===== config.mk =====
export PLATFORM = sky130hd
export DESIGN_NAME = ffha_ctrl
export DESIGN_NICKNAME = d
export VERILOG_FILES = /design/src/rtl/ffha_pkg.sv /design/src/rtl/ffha_ctrl.sv
export SDC_FILE = /design/constraint.sdc
export NUM_CORES = 1
export LEC_CHECK = 0
export BUFFER_PORTS_ARGS = -buffer_cell sky130_fd_sc_hd__buf_4
export CAP_MARGIN = 10
export CORE_AREA = 2 2 39 41
export CTS_BUF_LIST = sky130_fd_sc_hd__clkbuf_4 sky130_fd_sc_hd__clkbuf_8
export DETAILED_ROUTE_END_ITERATION = 10
export DIE_AREA = 0 0 41 43
export GPL_TIMING_DRIVEN = 0
export PLACE_DENSITY = 0.56
export SLEW_MARGIN = 20
export SYNTH_ARGS = -nofsm -noshare
export SYNTH_HDL_FRONTEND = slang
export SYNTH_SLANG_ARGS = --single-unit

===== constraint.sdc =====
create_clock -name clock -period 1.3 [get_ports clock]
set_input_delay 0.195 -clock clock [delete_from_list [all_inputs] [get_ports clock]]
set_output_delay 0.195 -clock clock [all_outputs]
set_load 0.005 [all_outputs]

===== src/rtl/ffha_pkg.sv =====
// Shared constants, types and helpers for the first-fit heap allocator.
package ffha_pkg;

   localparam int HEAP_GRANULES   = 1024;
   localparam int GRANULE_BYTES   = 16;
   localparam int HEADER_BYTES    = 8;
   localparam int USABLE_GRANULES = HEAP_GRANULES - 1;

   localparam int IDX_W   = $clog2(HEAP_GRANULES);
   localparam int CNT_W   = IDX_W + 1;
   localparam int HDR_W   = IDX_W + 1;
   localparam int GRAN_SH = $clog2(GRANULE_BYTES);
   localparam int BYTES_W = 14;
   localparam int OFF_W   = 14;
   localparam int SUM_W   = BYTES_W + 1;
   localparam int NEED_W  = SUM_W - GRAN_SH;
   localparam int ROUND_ADD = HEADER_BYTES + GRANULE_BYTES - 1;

   localparam logic OP_ALLOCATE = 1'b0;
   localparam logic OP_RELEASE  = 1'b1;

   localparam logic STATUS_OK  = 1'b0;
   localparam logic STATUS_OOM = 1'b1;

   typedef struct packed {
      logic load;
      logic walk_begin;
      logic merge_step;
      logic fit_step;
      logic take;
      logic extend;
      logic rel_read;
      logic rel_write;
      logic resp_null;
   } ffha_cmd_type;

   typedef struct packed {
      logic heap_nonempty;
      logic walk_done;
      logic fit_hit;
      logic rel_ok;
   } ffha_stat_type;

   function automatic logic [OFF_W-1:0] payload_off(input logic [IDX_W-1:0] g);
      logic [IDX_W:0] n;
      n = {1'b0, g} + CNT_W'(1);
      return OFF_W'({n, GRAN_SH'(0)});
   endfunction

endpackage


===== src/rtl/ffha_ctrl.sv =====
// Sequencing state machine of the first-fit heap allocator.
module ffha_ctrl (
   input  logic                   clock,
   input  logic                   reset,
   input  logic                   start,
   input  logic                   req_opcode,
   input  ffha_pkg::ffha_stat_type stat,
   output logic                   busy,
   output ffha_pkg::ffha_cmd_type  cmd
);

   localparam logic [3:0] S_IDLE   = 4'd0;
   localparam logic [3:0] S_MERGE  = 4'd1;
   localparam logic [3:0] S_FBEGIN = 4'd2;
   localparam logic [3:0] S_FIT    = 4'd3;
   localparam logic [3:0] S_TAKE   = 4'd4;
   localparam logic [3:0] S_EXT    = 4'd5;
   localparam logic [3:0] S_REL    = 4'd6;
   localparam logic [3:0] S_RELW   = 4'd7;

   logic [3:0] state_ff;
   logic [3:0] state_in;

   always_ff @(posedge clock) begin
      if (reset) begin
         state_ff <= S_IDLE;
      end else begin
         state_ff <= state_in;
      end
   end

   assign busy = (state_ff != S_IDLE);

   always_comb begin
      state_in = state_ff;
      cmd      = '0;
      case (state_ff)
         S_IDLE: begin
            if (start) begin
               cmd.load = 1'b1;
               if (req_opcode == ffha_pkg::OP_RELEASE) begin
                  state_in = S_REL;
               end else if (stat.heap_nonempty) begin
                  cmd.walk_begin = 1'b1;
                  state_in       = S_MERGE;
               end else begin
                  state_in = S_EXT;
               end
            end
         end
         S_MERGE: begin
            cmd.merge_step = 1'b1;
            if (stat.walk_done) begin
               state_in = S_FBEGIN;
            end
         end
         S_FBEGIN: begin
            cmd.walk_begin = 1'b1;
            state_in       = S_FIT;
         end
         S_FIT: begin
            cmd.fit_step = 1'b1;
            if (stat.fit_hit) begin
               state_in = S_TAKE;
            end else if (stat.walk_done) begin
               state_in = S_EXT;
            end
         end
         S_TAKE: begin
            cmd.take = 1'b1;
            state_in = S_IDLE;
         end
         S_EXT: begin
            cmd.extend = 1'b1;
            state_in   = S_IDLE;
         end
         S_REL: begin
            if (stat.rel_ok) begin
               cmd.rel_read = 1'b1;
               state_in     = S_RELW;
            end else begin
               cmd.resp_null = 1'b1;
               state_in      = S_IDLE;
            end
         end
         S_RELW: begin
            cmd.rel_write = 1'b1;
            cmd.resp_null = 1'b1;
            state_in      = S_IDLE;
         end
         default: begin
            state_in = S_IDLE;
         end
      endcase
   end

endmodule


==> results.py <==
metrics = {
    "cts": {
        "cts.path.max_buffers": 2,
        "htree_levels": 1,
        "numCtsBuffers": 3,
        "root_buffer": "clkbuf_4",
        "clkSinkCount": 3,
        "path_clk_slew_ps": 40,
        "cts_tree": "yes",
        "insertion_delay_ps": 230,
    },
    "cells_and_area": {
        "drive_above_1_share_pct": 58.3,
        "antenna_cells": 0,
        "area_growth_pct": 89.0,
        "layout.nets": 81,
        "final_common_cell": "buf_4",
        "top_regs": "state_ff (3)",
        "nFillCells": 146,
        "largest_reg_flops": 3,
        "layout.cells.non_filler": 88,
        "top_register": "state_ff",
        "utilization_pct": 42.0,
        "layout_common_cells": "buf_4 (21), nor2_1 (5), inv_1 (4), clkbuf_4 (4)",
    },
    "sta": {
        "maxSlewViolCount": 0,
        "rsz0062_at_grt": "true",
        "finalCritPeriodShare_pct": 99.7,
        "skew_ps": 3.67,
        "period_minus_slack_ps": 1300,
        "hold_violations": 0,
        "setup_viol": 0,
        "worst_pin_slew_ps": 225,
        "maxSlewHeadroom_pct": 85.0,
        "setup_tns_ps": 0,
        "max_freq_ghz": 0.771,
    },
    "power_and_ir_drop": {
        "p_per_area_nw_per_um2": 2460,
        "leakagePower_uw": 0.000291,
        "power_uw": 1430,
        "vdd_drop_max_mv": 0.956,
    },
    "synthesis": {
        "ys_types": 23,
        "synth-seq-cells": 3,
        "syn-num-nets": 54,
        "ys_warn_count": 0,
        "ys_seq_area_share_pct": 19.5,
        "synth.cell_area_um2": 308,
        "synthCells": 46,
        "synth_top_area_share_pct": 19.5,
        "yosysTopAreaCell": "dfxtp_1",
        "syn_area_per_cell_um2": 6.69,
        "ys_top_cells_by_area": "dfxtp_1 (20%), nor2_1 (8.5%), nand2_1 (7.3%)",
    },
    "setup_path": {
        "cp.arrival_ps": 1400,
        "worstSetupStartpointType": "register",
        "required_ps": 1400,
        "path_class": "reg2reg",
        "end_kind": "register",
        "reg2reg_depth": 4,
        "crit_fanout": 8,
    },
    "routing": {
        "drt_first_iter_violations": 4,
        "drc": 0,
        "wl_per_cell_um": 10.5,
        "dr.pass1.iters": 2,
        "totalWireLength_um": 927,
        "vias": 398,
        "drtAntennaViolNets": 0,
        "viasPerCell": 4.52,
    },
    "run_status": {
        "status": "complete, no violations",
    },
    "placement": {
        "placed_cells": 79,
        "placement.io_buffers": 17,
        "gp_congestion": 0.757,
        "hpwl_um": 632,
    },
    "run": {
        "drv_cap": 0,
    },
    "global_route": {
        "first_global_vias": 379,
        "antenna_found_initial": 0,
        "grt_max_degree": 11,
        "gr-total-overflow": 0,
        "grt_pass1_wl_um": 1620,
        "grtUsageTotal_pct": 13.0,
    },
    "hold_path": {
        "whs_path_depth": 2,
        "hold_class": "in2reg",
    },
    "floorplan": {
        "die_h_um": 43,
        "core.rowCount": 14,
        "die_w_um": 41,
        "io_pins": 18,
        "core_area_um2": 1380,
        "start_util_pct": 22.2,
        "dieArea_um2": 1760,
    },
}
[critical path: stages, from the launching register on]
cell and delay [ps]:
dfxtp_2 320, buf_6 140, buf_4 130, o211a_1 210
o41a_1 370
[synth_stat cells]
cell type,count
a21oi_1,1
clkbuf_1,1
buf_4,1
nor3_2,1
a211oi_1,2
buf_6,1
o41a_1,1
inv_2,1
a21o_1,1
and4b_1,1
o21ai_1,1
o21a_1,2
nor3b_1,1
o211a_1,1
a31oi_1,2
o21ai_0,3
nor2_4,1
nand2_1,6
inv_1,5
nor2_1,7
dfxtp_1,3
nor3_1,2
nand2b_2,1
[cells by family (layout without fill, tap and decap cells)]
kind of cell,Yosys count,count (layout),share of synthesized area [%]
simple gates,20,20,34.6
compound gates,14,14,31.3
buf+inv,9,35,14.6
flops,3,3,19.5
[area by class of cell]
type                            instances  area [µm²]  share of cell area (%)
Buffer                                  3        37.5                    6.45
Clock buffer                            4        30.0                    5.16
Inverter                                6        27.5                    4.73
Multi-Input combinational cell         34         235                    40.4
Sequential cell                         3        62.6                    10.8
Tap cell                               16        20.0                    3.44
Timing Repair Buffer                   22         169                    29.0
[final timing paths]
| kind | start | to | slack [ps] |
|---|---|---|---|
| worst max-delay path | state_ff[1] | state_ff[0] | 3 |
| worst min-delay path | reset | state_ff[2] | 150 |
| worst max register to register | state_ff[1] | state_ff[0] | 3 |
| worst min register to register | state_ff[2] | state_ff[2] | 650 |
[per-layer routing]
layer | track usage (%) | share of wire, %
met5 | 0 | 0
met2 | 18.4 | 50
met1 | 18.6 | 44
met4 | 2.67 | 0
met3 | 4.71 | 6.4
[report_power, final]
group | leakage (µW) | switching (µW) | total [µW] | internal, µW
clock network | 0.0000184 | 47.8 | 184 | 136
logic | 0.000247 | 491 | 1070 | 577
registers | 0.0000254 | 31.5 | 178 | 147
[repair_timing]
action / CTS / global route
resized for setup: 10 / 11
pin swaps: 2 / 4
setup endpoints to repair: 7 / 8
hold buffers: 0 / 0
buffers inserted: 4 / 1
endpoints found under the hold margin: 0 / 0
[stage by stage]
stage | hold slack (ps) | setup slack [ps] | area, µm²
after floorplan | 268 | 89.0 | 308
after global placement | 386 | 3.15 | 455
after detailed placement | 385 | 14.1 | 455
after CTS | 143 | 3.94 | 544
after global routing | 140 | -47.7 | 582
final | 151 | 3.45 | 582
(Power assumes the default switching activity.)
